`config.mk`:
```
export PLATFORM = sky130hd
export DESIGN_NAME = jmr_ram
export DESIGN_NICKNAME = d
export VERILOG_FILES = /design/src/jmr_ram.sv
export SDC_FILE = /design/constraint.sdc
export NUM_CORES = 2
export LEC_CHECK = 0
export BUFFER_PORTS_ARGS = -buffer_cell sky130_fd_sc_hd__buf_2
export CAP_MARGIN = 40
export CORE_MARGIN = 2
export CORE_UTILIZATION = 40
export DETAILED_ROUTE_END_ITERATION = 10
export GPL_TIMING_DRIVEN = 0
export SLEW_MARGIN = 25
export SYNTH_ARGS = -nofsm -noshare
export SYNTH_HDL_FRONTEND = slang
export SYNTH_SLANG_ARGS = --single-unit
```
`constraint.sdc`:
```
create_clock -name clk -period 4.2 [get_ports clk]
set_clock_uncertainty 0.15 [all_clocks]
set_input_delay 0.21 -clock clk [delete_from_list [all_inputs] [get_ports clk]]
set_output_delay 0.21 -clock clk [all_outputs]
set_load 0.005 [all_outputs]
```
`src/jmr_ram.sv`:
```
`timescale 1ns / 1ps
// ----------------------------------------------------------------------------
// jmr_ram
// Generic single-write, single-read RAM with registered read data.
// ----------------------------------------------------------------------------
module jmr_ram #(
    parameter int WIDTH = 32,
    parameter int DEPTH = 64
) (
    input  logic                     clk,
    input  logic                     we,
    input  logic [$clog2(DEPTH)-1:0] waddr,
    input  logic [WIDTH-1:0]         wdata,
    input  logic [$clog2(DEPTH)-1:0] raddr,
    output logic [WIDTH-1:0]         rdata
);

    logic [WIDTH-1:0] mem [DEPTH];

    always_ff @(posedge clk)
    begin
        if (we)
        begin
            mem[waddr] <= wdata;
        end
        rdata <= mem[raddr];
    end

endmodule

```
==> summary.txt <==
STA
  – RSZ-0062 raised after global routing: false
  – Setup violators final: 0
  – Actual slew at the worst max-slew pin: between 0.9 and 1 ns
  – Fin crit period: just under 4 ns
  – Final Hold Vio Count: 0
  – Tcrit/Tclk final: 0.919
  – Maximum clock rate: around 260 MHz
  – Final count of pins violating max slew: 0
  – Slew HR: 0.364
  – Setup TNS Final: 0 ns

Global route
  – Number of global-route vias before repair: slightly below 40000
  – Global-route wire length before repair: 330000 um
  – Antenna violations before repair: 23
  – Total grt overflow: 0
  – Pin count of the biggest net entering global routing: 65
  – GRT Resource Usage Total: 0.245

Critical path
  – Crit-path max cell delay: around 0.62 ns
  – Worst path depth: 9
  – CP Launch Type: input pin
  – Worst Reg-to-Reg Cells: 4
  – Crit-path most repeated cell: buf_2
  – Crit-path cells: buf_2 -> buf_2 -> buf_2 -> clkbuf_1 -> buf_2 -> mux2i_1 -> a21oi_1 -> a21oi_1 -> nor2_1
  – R2r endpoint: rdata[18]
  – Setup crit end: rdata[11]
  – Worst Path Arrival: 4.37 ns
  – CP bufs+invs: 5
  – R2r setup slk: around 1.3 ns
  – CP top delay family: buffers and inverters
  – Critical-path top delay cell: nor2_1
  – FF-to-FF Start: mem[30][18]
  – Critical path class: in2reg
  – Critical Path Source: raddr[1]
  – Critical Path Fanout Max: 10
  – Crit end category: flip-flop
  – Critical path required time: ~4.7 ns

Clock network
  – H-tree depth: 4
  – Total CTS buffers: between 200 and 250
  – CTS Root Cell: clkbuf_16
  – Worst-path clk slew: about 0.060 ns
  – CTS tree: yes
  – Clk_lat worst skew: about 0.9 ns
  – Clock net sink count: 2080
  – Clock buffer depth: 3
  – Post_cts resized: 0

Route
  – Met2 wire length: 114000 um
  – WL met3: 26800 um
  – Vias: roughly 40000
  – Met1 wire length: 92300 um
  – Initial DRC Count: 6068
  – Routed WL: 244000 um
  – Drt pass-1 iters: 6
  – DRC violations left: 0
  – WL/cell: ~37 um
  – Max Used Layer: met5
  – Via density: just over 6
  – Antenna viol nets, final: 0

Final layout
  – Area grow syn2layout: 19.6%
  – Non-filler cells, final: between 6000 and 7000
  – Fillers: about 16000
  – Final core occ: 0.481
  – Layout cells sized above 1: 0.316
  – # nets final: about 3900

Logic synthesis
  – Synth top cells by count: edfxtp_1 (2048), mux4_2 (544), nor2_1 (137), mux2i_1 (93), o22ai_1 (84)
  – Top cell type by total area after synthesis: edfxtp_1
  – Cell variety after synth: 34
  – Area of the mapped netlist: 0.0785 mm^2
  – Asr flop ratio synth: 0
  – Avg Inst Size Synth: about 24 um^2
  – Syn. warnings: 0
  – Top cell type's share of synthesized area: 0.783
  – Post-synth EDFFs: 2048
  – Count leader, synth: edfxtp_1
  – Synthesis-stage register bit count: 2080
  – Synth Flop Type: edfxtp_1
  – Syn_nets: around 3400
  – Synth Instances: roughly 3300
  – Top cells by area, synth: edfxtp_1 (78%), mux4_2 (16%), mux2i_1 (1.2%), dfxtp_1 (0.82%), o22ai_1 (0.67%)
  – Register area share after synthesis: 0.791

Floorplan
  – CORE AREA: ~0.19 mm^2
  – Top-Level Pins: 78
  – Die X: 447 um
  – Starting Density: 0.403
  – DIE AREA: 0.200 mm^2
  – Die H: approximately 450 um
  – Site Rows: 162

Power and ir drop
  – PwrDens: roughly 470 mW/mm^2
  – Worst ir drop on vdd: roughly 360 uV
  – Pleak: between 0.02 and 0.03 uW

Placement
  – Hpwl dp: 164000 um
  – # placed instances: just over 6000
  – RePlAce Congestion: 0.840
  – PortBufs: between 60 and 70

Hold path
  – Hold crit path type: in2reg

Run status
  – Status: completed

Run
  – Max Cap Viol: 0
kinds of logic (layout without fill, tap and decap cells):
logic type,Yosys count,count (layout),synth area share
AOI/OAI and AO/OA,202,202,0.0167
buffers and inverters,182,872,0.0113
DFF,2080,2080,0.791
muxes,637,637,0.168
other,0,8,0
and+or+nand+nor,223,223,0.0127
metrics by stage:
stage	instance area, um^2	power, uW	setup slack (ns)	hold WS [ns]
floorplan	78500	24600	0.680	0.159
global placement	82100	25800	-3.98	0.440
detailed placement	86700	25900	-0.336	0.437
CTS	93700	43900	0.534	0.00747
global route	93900	44800	0.255	0.0398
finish	93900	43700	0.340	0.0567
layout by cell type, fill, tap and decap left out, types with 5 or more instances in the layout:
master	synthesis	layout
a22oi_1	12	12
a311oi_1	8	8
buf_1	21	17
dfxtp_1	32	32
clkbuf_16	0	206
mux2i_1	93	93
clkinv_16	0	12
a21oi_1	62	62
dlygate4sd3_1	0	35
nor3_1	7	5
buf_12	0	69
diode_2	0	8
buf_4	25	63
buf_2	57	109
clkbuf_2	0	17
clkinv_1	0	46
clkbuf_1	74	118
nand3_1	5	5
nand2_1	26	26
buf_16	0	80
nor2_1	137	75
nand3b_1	5	5
mux4_2	544	544
bufinv_16	0	15
o22ai_1	84	84
o221ai_1	27	27
clkinv_2	0	29
edfxtp_1	2048	2048
buf_6	5	40
nor2_4	0	62
nor2b_1	15	15
nand2b_1	8	8
per-layer routing:
layer	up-vias	track usage
li1	15300	-
met1	21700	0.338
met2	2711	0.382
met3	478	0.0528
met4	2	0.0925
met5	-	0
worst register-to-register path: cells and delay by family (launching register included):
| family | cells | cell delay, ns |
|---|---|---|
| multiplexers | 2 | 1.05 |
| AO/OA/AOI/OAI | 1 | 0.74 |
| flip-flops | 1 | 0.37 |
| AND/OR/NAND/NOR | 1 | 0.36 |
sequential cells by signal, summed over array words and instances (netlist names):
register / count
mem: 2048
rdata: 32
report_power, final:
group          leakage (uW)  switching (uW)  internal (uW)  total, uW
logic               0.00746            1630            879       2500
clock network       0.00322            8080          10100      18200
registers            0.0187            43.7          23000      23000
area by class of cell:
cell class,instances,area [um^2],share of cell area
Antenna cell,8,20.0,0.000213
Buffer,182,912,0.00972
Clock buffer,270,5430,0.0578
Clock inverter,113,1250,0.0133
Multi-Input combinational cell,1062,16000,0.170
Sequential cell,2080,62100,0.662
Tap cell,2624,3280,0.0350
Timing Repair Buffer,307,4880,0.0520
worst min-delay path by stage:
stage                     slack, ns  depth (start not counted)          end       from
after CTS                     0.007                          3  mem[54][30]   waddr[1]
after global routing           0.04                          3  mem[54][30]   waddr[2]
after detailed placement       0.44                          1    rdata[28]  rdata[28]
final                          0.06                          3  mem[29][31]   waddr[4]
after global placement         0.44                          1    rdata[12]  rdata[12]
after floorplan                0.16                          0    mem[0][0]   wdata[0]
timing repair:
action	CTS	global route
hold buffers	34	1
buffers inserted	0	0
endpoints found under the setup margin	0	0
hold endpoints to repair	2024	2
No activity file was read; power rests on OpenSTA's default activity.
